--- config.mk ---
export PLATFORM = sky130hd
export DESIGN_NAME = anemometer_vane_frontend_core
export DESIGN_NICKNAME = d
export VERILOG_FILES = /design/src/sv/avf_pkg.sv /design/src/sv/avf_front.sv /design/src/sv/avf_queue.sv /design/src/sv/avf_div.sv /design/src/sv/avf_back.sv /design/src/sv/anemometer_vane_frontend_core.sv
export SDC_FILE = /design/constraint.sdc
export NUM_CORES = 2
export LEC_CHECK = 0
export BUFFER_PORTS_ARGS = -buffer_cell sky130_fd_sc_hd__clkbuf_2
export CAP_MARGIN = 25
export CELL_PAD_IN_SITES_DETAIL_PLACEMENT = 1
export CELL_PAD_IN_SITES_GLOBAL_PLACEMENT = 2
export CORE_AREA = 2 2 471 473
export CTS_BUF_LIST = sky130_fd_sc_hd__clkbuf_8
export DETAILED_ROUTE_END_ITERATION = 16
export DIE_AREA = 0 0 473 475
export PLACE_DENSITY_LB_ADDON = 0.15
export SYNTH_ARGS = -nofsm -noshare
export SYNTH_HDL_FRONTEND = slang
export SYNTH_SLANG_ARGS = --single-unit
--- constraint.sdc ---
create_clock -name clk -period 12.5 [get_ports clk]
set_input_delay 2.5 -clock clk [delete_from_list [all_inputs] [get_ports clk]]
set_output_delay 2.5 -clock clk [all_outputs]
set_load 0.02 [all_outputs]
--- src/sv/avf_pkg.sv ---
// shared types, constants and helper functions for the anemometer/vane front end
// no dependencies
package avf_pkg;

  localparam int AVG_SLOTS_DEF = 60;
  localparam int DIV_W         = 39;  // clicks * scale * 100 fits in 39 bits
  localparam int SPD_W         = 16;

  localparam logic [1:0] CFG_WIND_ENABLE = 2'd0;
  localparam logic [1:0] CFG_DEBOUNCE_MS = 2'd1;
  localparam logic [1:0] CFG_CLICK_SCALE = 2'd2;

  localparam logic [4:0] DIR_UNKNOWN = 5'd16;

  typedef struct packed {
    logic        check;
    logic [11:0] vane_code;
    logic [5:0]  second_slot;
    logic [5:0]  minute_slot;
    logic        close_minute;
    logic        close_hour;
    logic        taken;
    logic [15:0] click_count;
    logic [15:0] ms_check;
  } q_entry_t;

  // vane windows in hundredths of a volt, first match wins
  localparam logic [8:0] WIN_LO [16] = '{9'd380, 9'd335, 9'd440, 9'd400, 9'd475, 9'd285,
                                         9'd295, 9'd100, 9'd120, 9'd40, 9'd65, 9'd10,
                                         9'd25, 9'd20, 9'd210, 9'd185};
  localparam logic [8:0] WIN_HI [16] = '{9'd395, 9'd360, 9'd450, 9'd415, 9'd500, 9'd295,
                                         9'd335, 9'd115, 9'd135, 9'd50, 9'd85, 9'd15,
                                         9'd34, 9'd25, 9'd222, 9'd190};
  localparam logic [15:0] WIN_LO_OPEN = 16'b0000_0000_0100_0000;
  localparam logic [15:0] WIN_HI_OPEN = 16'b0010_0000_0100_0000;
  localparam logic [4:0] WIN_DIR [16] = '{5'd0, 5'd15, 5'd14, 5'd13, 5'd12, 5'd11, 5'd10,
                                          5'd9, 5'd8, 5'd7, 5'd6, 5'd5, 5'd4, 5'd3,
                                          5'd2, 5'd1};

  function automatic logic [15:0] sat_inc16(input logic [15:0] v);
    sat_inc16 = (v == 16'hFFFF) ? v : v + 16'd1;
  endfunction

  // exact compare of code*500 against bound*4095
  function automatic logic [4:0] vane_classify(input logic [11:0] code);
    logic [20:0] x;
    logic [20:0] lo;
    logic [20:0] hi;
    logic        ok_lo;
    logic        ok_hi;
    logic [4:0]  dir;
    x   = 21'(code) * 21'd500;
    dir = DIR_UNKNOWN;
    for (int i = 15; i >= 0; i--) begin
      lo    = 21'(WIN_LO[i]) * 21'd4095;
      hi    = 21'(WIN_HI[i]) * 21'd4095;
      ok_lo = WIN_LO_OPEN[i] ? (x > lo) : (x >= lo);
      ok_hi = WIN_HI_OPEN[i] ? (x < hi) : (x <= hi);
      if (ok_lo && ok_hi) begin
        dir = WIN_DIR[i];
      end
    end
    vane_classify = dir;
  endfunction

endpackage

--- src/sv/avf_front.sv ---
// front end: debounces reed switch edges, tracks elapsed time, builds queue words
// depends on avf_pkg
module avf_front import avf_pkg::*; (
  input  logic        clk,
  input  logic        rst_n,
  input  logic        in_valid,
  output logic        in_stall,
  input  logic        in_switch_edge,
  input  logic        in_check_now,
  input  logic [11:0] in_vane_code,
  input  logic [5:0]  in_second_slot,
  input  logic [5:0]  in_minute_slot,
  input  logic        in_close_minute,
  input  logic        in_close_hour,
  input  logic        wind_enable,
  input  logic [7:0]  debounce_ms,
  input  logic        q_full,
  output logic        q_push,
  output q_entry_t    q_word
);

  logic [15:0] click_count_r, click_count_nxt;
  logic [15:0] ms_click_r, ms_click_nxt;
  logic [15:0] ms_check_r, ms_check_nxt;
  logic        took;
  logic [15:0] cc_with_click;
  logic        chk;

  assign in_stall = q_full;
  assign q_push   = in_valid && !q_full;

  always_comb begin
    took          = wind_enable && in_switch_edge && (ms_click_r > 16'(debounce_ms));
    cc_with_click = took ? sat_inc16(click_count_r) : click_count_r;
    chk           = wind_enable && in_check_now;
    click_count_nxt = chk ? 16'd0 : cc_with_click;
    ms_click_nxt    = took ? 16'd1 : sat_inc16(ms_click_r);
    ms_check_nxt    = chk ? 16'd1 : sat_inc16(ms_check_r);

    q_word.check        = chk;
    q_word.vane_code    = in_vane_code;
    q_word.second_slot  = in_second_slot;
    q_word.minute_slot  = in_minute_slot;
    q_word.close_minute = wind_enable && in_close_minute;
    q_word.close_hour   = wind_enable && in_close_hour;
    q_word.taken        = took;
    q_word.click_count  = cc_with_click;
    q_word.ms_check     = ms_check_r;
  end

  always_ff @(posedge clk) begin
    if (!rst_n) begin
      click_count_r <= 16'd0;
      ms_click_r    <= 16'hFFFF;
      ms_check_r    <= 16'd0;
    end else if (q_push && wind_enable) begin
      click_count_r <= click_count_nxt;
      ms_click_r    <= ms_click_nxt;
      ms_check_r    <= ms_check_nxt;
    end
  end

endmodule

--- src/sv/avf_queue.sv ---
// two-word queue between front and back end
// depends on avf_pkg
module avf_queue import avf_pkg::*; (
  input  logic     clk,
  input  logic     rst_n,
  input  logic     push,
  input  q_entry_t push_word,
  output logic     full,
  input  logic     pop,
  output q_entry_t pop_word,
  output logic     empty
);

  q_entry_t    slot_r [2];
  logic        wptr_r;
  logic        rptr_r;
  logic [1:0]  cnt_r;

  assign full     = (cnt_r == 2'd2);
  assign empty    = (cnt_r == 2'd0);
  assign pop_word = slot_r[rptr_r];

  always_ff @(posedge clk) begin
    if (push) begin
      slot_r[wptr_r] <= push_word;
    end
  end

  always_ff @(posedge clk) begin
    if (!rst_n) begin
      wptr_r <= 1'b0;
      rptr_r <= 1'b0;
      cnt_r  <= 2'd0;
    end else begin
      if (push) begin
        wptr_r <= ~wptr_r;
      end
      if (pop) begin
        rptr_r <= ~rptr_r;
      end
      cnt_r <= cnt_r + 2'(push) - 2'(pop);
    end
  end

endmodule

--- src/sv/avf_div.sv ---
// radix-2 restoring divider, one quotient bit per cycle
// no dependencies
module avf_div #(
  parameter int DW = 39,
  parameter int VW = 16
) (
  input  logic          clk,
  input  logic          rst_n,
  input  logic          start,
  input  logic [DW-1:0] dividend,
  input  logic [VW-1:0] divisor,
  output logic          done,
  output logic [DW-1:0] quot
);

  localparam int CW = $clog2(DW + 1);

  logic [VW-1:0] rem_r;
  logic [DW-1:0] quo_r;
  logic [VW-1:0] dv_r;
  logic [CW-1:0] cnt_r;
  logic          busy_r;
  logic          done_r;
  logic [VW:0]   trial;
  logic          ge;

  assign trial = {rem_r, quo_r[DW-1]};
  assign ge    = trial >= {1'b0, dv_r};
  assign done  = done_r;
  assign quot  = quo_r;

  always_ff @(posedge clk) begin
    if (!rst_n) begin
      busy_r <= 1'b0;
      done_r <= 1'b0;
      cnt_r  <= '0;
    end else begin
      done_r <= 1'b0;
      if (start) begin
        busy_r <= 1'b1;
        cnt_r  <= CW'(DW);
        rem_r  <= '0;
        quo_r  <= dividend;
        dv_r   <= divisor;
      end else if (busy_r) begin
        rem_r <= ge ? VW'(trial - {1'b0, dv_r}) : trial[VW-1:0];
        quo_r <= {quo_r[DW-2:0], ge};
        cnt_r <= cnt_r - CW'(1);
        if (cnt_r == CW'(1)) begin
          busy_r <= 1'b0;
          done_r <= 1'b1;
        end
      end
    end
  end

endmodule

--- src/sv/avf_back.sv ---
// back end: speed divide, slot stores, slot averages, vane heading, result register
// depends on avf_pkg and avf_div
module avf_back import avf_pkg::*; #(
  parameter int AVG_SLOTS = AVG_SLOTS_DEF
) (
  input  logic        clk,
  input  logic        rst_n,
  input  logic [15:0] clicks_to_kph_milli,
  input  logic        q_empty,
  input  q_entry_t    q_word,
  output logic        q_pop,
  output logic        out_valid,
  input  logic        out_stall,
  output logic [15:0] out_speed_centikph,
  output logic [15:0] out_minute_avg_centikph,
  output logic [15:0] out_hour_avg_centikph,
  output logic [4:0]  out_direction,
  output logic        out_click_taken
);

  localparam int AW   = $clog2(AVG_SLOTS);
  localparam int IW   = $clog2(AVG_SLOTS + 1);
  localparam int SUMW = SPD_W + IW;
  // floor(sum / AVG_SLOTS) as a multiply by a rounded-up reciprocal
  localparam int RSH  = SUMW + $clog2(AVG_SLOTS);
  localparam int PW   = 2 * SUMW + 1;
  localparam logic [SUMW:0] RECIP =
    (SUMW+1)'(((64'd1 << RSH) + 64'(AVG_SLOTS) - 64'd1) / 64'(AVG_SLOTS));

  typedef enum logic [2:0] {
    S_IDLE, S_MUL, S_SCALE, S_DIVSPD, S_STORE, S_SUM, S_DIVAVG, S_OUT
  } state_t;

  state_t       state_r;
  q_entry_t     ent_r;
  logic [31:0]  prod_r;
  logic [15:0]  spd_r;
  logic [SUMW-1:0] acc_r;
  logic [IW-1:0]   idx_r;
  logic         pend_r;
  logic         which_r;
  logic [15:0]  speed_now_r, min_avg_r, hour_avg_r;
  logic [4:0]   heading_r;
  logic         out_valid_r;
  logic [15:0]  out_speed_r, out_min_r, out_hour_r;
  logic [4:0]   out_dir_r;
  logic         out_taken_r;

  logic [15:0]  min_mem [AVG_SLOTS];
  logic [15:0]  hr_mem  [AVG_SLOTS];
  logic [AVG_SLOTS-1:0] min_vld_r, hr_vld_r;
  logic [15:0]  rd_min_r, rd_hr_r;
  logic         rv_min_r, rv_hr_r;
  logic [15:0]  rd_val;
  logic         min_we, hr_we;
  logic [AW-1:0] min_waddr, hr_waddr, raddr;

  logic            div_start;
  logic [DIV_W-1:0] div_dividend;
  logic [15:0]     div_divisor;
  logic            div_done;
  logic [DIV_W-1:0] div_quot;
  logic [DIV_W-1:0] scaled;
  logic [PW-1:0]   avg_prod;
  logic [15:0]     avg_q;
  logic            out_free;

  avf_div #(.DW(DIV_W), .VW(16)) u_div (
    .clk      (clk),
    .rst_n    (rst_n),
    .start    (div_start),
    .dividend (div_dividend),
    .divisor  (div_divisor),
    .done     (div_done),
    .quot     (div_quot)
  );

  // clicks * scale * 100 as shift-adds
  assign scaled = (DIV_W'(prod_r) << 6) + (DIV_W'(prod_r) << 5) + (DIV_W'(prod_r) << 2);

  assign avg_prod = PW'(acc_r) * PW'(RECIP);
  assign avg_q    = avg_prod[RSH +: 16];

  assign out_free = !out_valid_r || !out_stall;
  assign q_pop    = (state_r == S_IDLE) && !q_empty;
  assign raddr    = idx_r[AW-1:0];
  assign rd_val   = which_r ? (rv_hr_r ? rd_hr_r : 16'd0) : (rv_min_r ? rd_min_r : 16'd0);

  always_comb begin
    div_start    = (state_r == S_SCALE);
    div_dividend = scaled;
    div_divisor  = ent_r.ms_check;
  end

  always_comb begin
    min_we    = (state_r == S_STORE) && (32'(ent_r.second_slot) < 32'(AVG_SLOTS));
    hr_we     = (state_r == S_STORE) && (32'(ent_r.minute_slot) < 32'(AVG_SLOTS));
    min_waddr = AW'(ent_r.second_slot);
    hr_waddr  = AW'(ent_r.minute_slot);
  end

  always_ff @(posedge clk) begin
    if (min_we) begin
      min_mem[min_waddr] <= spd_r;
    end
    if (hr_we) begin
      hr_mem[hr_waddr] <= spd_r;
    end
    rd_min_r <= min_mem[raddr];
    rd_hr_r  <= hr_mem[raddr];
  end

  // an entry never written reads as zero
  always_ff @(posedge clk) begin
    if (!rst_n) begin
      min_vld_r <= '0;
      hr_vld_r  <= '0;
      rv_min_r  <= 1'b0;
      rv_hr_r   <= 1'b0;
    end else begin
      if (min_we) begin
        min_vld_r[min_waddr] <= 1'b1;
      end
      if (hr_we) begin
        hr_vld_r[hr_waddr] <= 1'b1;
      end
      rv_min_r <= min_vld_r[raddr];
      rv_hr_r  <= hr_vld_r[raddr];
    end
  end

  always_ff @(posedge clk) begin
    if (!rst_n) begin
      state_r     <= S_IDLE;
      out_valid_r <= 1'b0;
      speed_now_r <= 16'd0;
      min_avg_r   <= 16'd0;
      hour_avg_r  <= 16'd0;
      heading_r   <= DIR_UNKNOWN;
      pend_r      <= 1'b0;
      idx_r       <= '0;
      which_r     <= 1'b0;
    end else begin
      if (state_r == S_OUT && out_free) begin
        out_valid_r <= 1'b1;
      end else if (!out_stall) begin
        out_valid_r <= 1'b0;
      end
      case (state_r)
        S_IDLE: begin
          if (!q_empty) begin
            ent_r <= q_word;
            spd_r <= 16'd0;
            idx_r <= '0;
            pend_r <= 1'b0;
            acc_r <= '0;
            which_r <= !q_word.close_minute;
            if (q_word.check) begin
              state_r <= (q_word.ms_check == 16'd0) ? S_STORE : S_MUL;
            end else if (q_word.close_minute || q_word.close_hour) begin
              state_r <= S_SUM;
            end else begin
              state_r <= S_OUT;
            end
          end
        end
        S_MUL: begin
          prod_r  <= ent_r.click_count * clicks_to_kph_milli;
          state_r <= S_SCALE;
        end
        S_SCALE: begin
          state_r <= S_DIVSPD;
        end
        S_DIVSPD: begin
          if (div_done) begin
            spd_r   <= (div_quot[DIV_W-1:16] != '0) ? 16'hFFFF : div_quot[15:0];
            state_r <= S_STORE;
          end
        end
        S_STORE: begin
          speed_now_r <= spd_r;
          heading_r   <= vane_classify(ent_r.vane_code);
          state_r     <= (ent_r.close_minute || ent_r.close_hour) ? S_SUM : S_OUT;
        end
        S_SUM: begin
          if (pend_r) begin
            acc_r <= acc_r + SUMW'(rd_val);
          end
          if (idx_r != IW'(AVG_SLOTS)) begin
            idx_r  <= idx_r + IW'(1);
            pend_r <= 1'b1;
          end else begin
            pend_r <= 1'b0;
            if (!pend_r) begin
              state_r <= S_DIVAVG;
            end
          end
        end
        S_DIVAVG: begin
          if (which_r) begin
            hour_avg_r <= avg_q;
            state_r    <= S_OUT;
          end else begin
            min_avg_r <= avg_q;
            if (ent_r.close_hour) begin
              which_r <= 1'b1;
              idx_r   <= '0;
              pend_r  <= 1'b0;
              acc_r   <= '0;
              state_r <= S_SUM;
            end else begin
              state_r <= S_OUT;
            end
          end
        end
        S_OUT: begin
          if (out_free) begin
            out_speed_r <= speed_now_r;
            out_min_r   <= min_avg_r;
            out_hour_r  <= hour_avg_r;
            out_dir_r   <= heading_r;
            out_taken_r <= ent_r.taken;
            state_r     <= S_IDLE;
          end
        end
        default: begin
          state_r <= S_IDLE;
        end
      endcase
    end
  end

  assign out_valid               = out_valid_r;
  assign out_speed_centikph      = out_speed_r;
  assign out_minute_avg_centikph = out_min_r;
  assign out_hour_avg_centikph   = out_hour_r;
  assign out_direction           = out_dir_r;
  assign out_click_taken         = out_taken_r;

endmodule

--- src/sv/anemometer_vane_frontend_core.sv ---
// a check tick runs a serial 39-step divider, unless no time has elapsed; each close adds a
// walk of all AVG_SLOTS slots and a reciprocal multiply; one tick is worked at a time, the queue
// holds two more
// reset (synchronous, rst_n low): counters cleared, debounce timer at its maximum, slot stores
// read as zero, heading unknown, enable 1, debounce 10, scale 2401
module anemometer_vane_frontend_core import avf_pkg::*; #(
  parameter int AVG_SLOTS = AVG_SLOTS_DEF
) (
  input  logic        clk,
  input  logic        rst_n,
  input  logic        cfg_we,
  input  logic [1:0]  cfg_index,
  input  logic [15:0] cfg_wdata,
  input  logic        in_valid,
  output logic        in_stall,
  input  logic        in_switch_edge,
  input  logic        in_check_now,
  input  logic [11:0] in_vane_code,
  input  logic [5:0]  in_second_slot,
  input  logic [5:0]  in_minute_slot,
  input  logic        in_close_minute,
  input  logic        in_close_hour,
  output logic        out_valid,
  input  logic        out_stall,
  output logic [15:0] out_speed_centikph,
  output logic [15:0] out_minute_avg_centikph,
  output logic [15:0] out_hour_avg_centikph,
  output logic [4:0]  out_direction,
  output logic        out_click_taken
);

  logic        wind_enable_r;
  logic [7:0]  debounce_ms_r;
  logic [15:0] click_scale_r;
  logic        q_full, q_empty, q_push, q_pop;
  q_entry_t    q_in_word, q_out_word;

  always_ff @(posedge clk) begin
    if (!rst_n) begin
      wind_enable_r <= 1'b1;
      debounce_ms_r <= 8'd10;
      click_scale_r <= 16'd2401;
    end else if (cfg_we) begin
      case (cfg_index)
        CFG_WIND_ENABLE: wind_enable_r <= cfg_wdata[0];
        CFG_DEBOUNCE_MS: debounce_ms_r <= cfg_wdata[7:0];
        CFG_CLICK_SCALE: click_scale_r <= cfg_wdata;
        default: begin
        end
      endcase
    end
  end

  avf_front u_front (
    .clk             (clk),
    .rst_n           (rst_n),
    .in_valid        (in_valid),
    .in_stall        (in_stall),
    .in_switch_edge  (in_switch_edge),
    .in_check_now    (in_check_now),
    .in_vane_code    (in_vane_code),
    .in_second_slot  (in_second_slot),
    .in_minute_slot  (in_minute_slot),
    .in_close_minute (in_close_minute),
    .in_close_hour   (in_close_hour),
    .wind_enable     (wind_enable_r),
    .debounce_ms     (debounce_ms_r),
    .q_full          (q_full),
    .q_push          (q_push),
    .q_word          (q_in_word)
  );

  avf_queue u_queue (
    .clk       (clk),
    .rst_n     (rst_n),
    .push      (q_push),
    .push_word (q_in_word),
    .full      (q_full),
    .pop       (q_pop),
    .pop_word  (q_out_word),
    .empty     (q_empty)
  );

  avf_back #(.AVG_SLOTS(AVG_SLOTS)) u_back (
    .clk                     (clk),
    .rst_n                   (rst_n),
    .clicks_to_kph_milli     (click_scale_r),
    .q_empty                 (q_empty),
    .q_word                  (q_out_word),
    .q_pop                   (q_pop),
    .out_valid               (out_valid),
    .out_stall               (out_stall),
    .out_speed_centikph      (out_speed_centikph),
    .out_minute_avg_centikph (out_minute_avg_centikph),
    .out_hour_avg_centikph   (out_hour_avg_centikph),
    .out_direction           (out_direction),
    .out_click_taken         (out_click_taken)
  );

endmodule
==> summary.txt <==
Yosys
  • Post-Syn Area: roughly 120,000 um^2
  • Fraction of registers with async set/reset: 0
  • Syn Nets: about 8,000
  • Share of Yosys cell area claimed by the top area cell type: 0.584
  • Dominant synthesized flop cell: edfxtp_1
  • Number of synthesized flops with an enable pin: 2,294
  • Mapped Cells: about 7,200
  • Syn Area/Cell: approximately 16 um^2
  • Syn. warnings: 0
  • Most area-hungry cell type in the Yosys netlist: edfxtp_1
  • Largest cells by area after synthesis: edfxtp_1 58%, mux4_2 12%, fa_1 5.5%, dfxtp_1 5.2%, ha_1 4.3%
  • Count of cell types in the netlist: around 110
  • Post-synthesis sequential area ratio: 0.636
  • Seq cells post-synth: between 2,000 and 3,000

CTS
  • Clk sink count: ~2,600
  • # hold bufs at CTS: 0
  • Clk_lat worst skew: 1.13 ns
  • Clock Pin Slew Worst Setup and Hold Paths: approximately 0.070 ns
  • # H-tree levels: 5
  • # Post-CTS Setup Buffers: 0
  • Post_cts resized: 0
  • CTS Buf Count: 422
  • CTS tree: done
  • Clock root cell: clkbuf_8
  • Clock buffer depth: 4

STA
  • Final Hold Fails: 0
  • Final setup viols: 0
  • Max_slew headroom: 0.291
  • Fmax: between 100 and 150 MHz
  • Slew Viols, Final: 0
  • Final worst slack: 5.42 ns
  • Post-route minimum period: approximately 7.1 ns
  • WHS: about 0.41 ns
  • Total negative slack: 0 ns
  • Clock Skew: between 0.1 and 0.15 ns
  • RSZ-0062 raised after global routing: false
  • Tcrit/Tclk final: 0.566
  • Least-Margin Pin Slew: about 1.1 ns

Detailed routing
  • Average routed wire per standard cell: roughly 29 um
  • Final ANT Viol Nets: 0
  • Vias: between 60,000 and 70,000
  • Via/cell ratio: 6.07
  • DRC: 0
  • 1st-iter DRT viols: a little under 6,000
  • WL final: about 310,000 um
  • Drt first pass iters: 5

Power and ir drop
  • VDD IR max: 0.444 mV
  • PD cells: ~240 nW/um^2
  • Cell leakage power: roughly 46 nW
  • Total power: 31.8 mW

Critical path
  • Crit-path max FO: 16
  • CP Capture Type: register
  • Startpoint Class: register
  • Crit path arrival time: between 7 and 8 ns
  • CP required: approximately 13 ns
  • Critical path type: reg -> reg

GRT
  • Global Route Usage Sum: 0.280
  • Vias in the first global route: 70,700
  • Initial antenna violation count: 15
  • First-pass GRT wire length: between 400,000 and 500,000 um
  • Grt ovf: 0
  • Largest net degree at the start of global routing: between 100 and 150

Layout
  • Final #Nets: between 8,000 and 9,000
  • Final instance area: between 100,000 and 150,000 um^2
  • Layout cells sized above 1: 0.206
  • Post-Route Utilization: 0.596
  • Area grow syn2layout: 10.7%
  • Non-Filler Instances: ~11,000
  • Most frequent cells in the layout: 2,294 x edfxtp_1, 629 x inv_1, 629 x mux4_2
  • Most common cell after layout, fill and taps aside: edfxtp_1

Floorplanning
  • Starting density of the core: 0.538
  • Top Ports: approximately 110
  • Core area: approximately 220,000 um^2
  • Core Rows: roughly 170
  • DIE WIDTH: about 470 um
  • Die Y: around 480 um
  • DIE AREA: roughly 220,000 um^2

Placement
  • Cell Area, Placed: roughly 120,000 um^2
  • DP Wirelength: around 200,000 um
  • Post-Place Cells: slightly above 10,000
  • Place WS: around 5.5 ns
  • IO buf count: between 100 and 150
  • RD Place Congestion: about 0.84

Run status
  • Status: finished clean

Flow run
  • Max Cap Viol: 0

Worst hold path
  • Min-Delay Path Class: reg -> reg
[logic make-up (layout without fill, tap and decap cells)]
kind of cell             after synthesis  after routing  share of synthesized area
AND/OR/NAND/NOR                     1559           1559                     0.0601
adder cells (fa/ha/maj)              726            726                     0.0977
other                                  0             13                          0
multiplexers                         774            774                      0.133
XOR/XNOR                             142            142                     0.0105
AO/OA/AOI/OAI                        658            658                     0.0366
flip-flops                          2599           2599                      0.636
buffers and inverters                791           1533                     0.0260
[cell type report]
class / count / area, um^2
Clock inverter: 289 / 1400
Inverter: 465 / 1750
Antenna cell: 13 / 32.5
Sequential cell: 2599 / 75000
Tap cell: 2871 / 3590
Timing Repair Buffer: 312 / 2340
Fill cell: 20000 / 88500
Clock buffer: 467 / 6430
Multi-Input combinational cell: 3859 / 40000
[registers in the layout, indices dropped and copies added, names as in the netlist, 31 cells and up, named ones only]
name	cells
u_back.ent_r	31
u_back.hr_mem	960
u_back.hr_vld_r	60
u_back.min_mem	960
u_back.min_vld_r	60
u_back.prod_r	32
u_back.u_div.quot	39
u_queue.slot_r	120
[synth_stat cells, drive strengths merged, types with 63 or more instances]
cell type and number:
dfxtp 305, nand2 444, o21ai 177, xnor2 84, nor2 592, mux4 629
nand3 117, fa 324, mux2 63, a21oi 164, and2 120, mux2i 82
buf 87, inv 464, ha 402, edfxtp 2294, clkbuf 239
[worst paths after layout]
check / cells after the start / slack [ns] / startpoint / end
worst max-delay path: 22 / 5.42 / u_back.ent_r[25]$_DFFE_PP_ / u_back.prod_r[31]$_DFFE_PP_
worst max register to register: 22 / 5.42 / u_back.ent_r[25]$_DFFE_PP_ / u_back.prod_r[31]$_DFFE_PP_
worst min-delay path: 0 / 0.41 / u_back.speed_now_r[1]$_SDFFE_PN0P_ / u_back.out_speed_centikph[1]$_DFFE_PP_
worst min register to register: 0 / 0.41 / u_back.speed_now_r[1]$_SDFFE_PN0P_ / u_back.out_speed_centikph[1]$_DFFE_PP_
[layer usage]
layer | track usage | wire length [um]
met3 | 0.0389 | 18300
met1 | 0.385 | 128000
met2 | 0.467 | 155000
met5 | 0 | 13
met4 | 0.0836 | 8810
[critical path: stages, from the launching register on]
cell,delay (ns)
edfxtp_1,0.86
nand2_1,0.17
fa_1,0.54
inv_1,0.06
fa_1,0.54
inv_1,0.06
fa_1,0.50
inv_1,0.05
fa_1,0.48
inv_1,0.06
fa_1,0.53
inv_1,0.06
fa_1,0.49
ha_1,0.39
nand4_1,0.12
a211o_1,0.26
a31oi_1,0.29
nor2_1,0.18
o311ai_0,0.51
nand2_1,0.18
o2111ai_1,0.23
a21oi_1,0.11
xnor2_1,0.13
[power breakdown]
| part | switching, mW | leakage [nW] | internal, mW |
|---|---|---|---|
| clock network | 3.38 | 4.63 | 3.56 |
| logic | 8.62 | 18.0 | 5.46 |
| registers | 0.382 | 23.2 | 10.4 |
(Power assumes the default switching activity.)
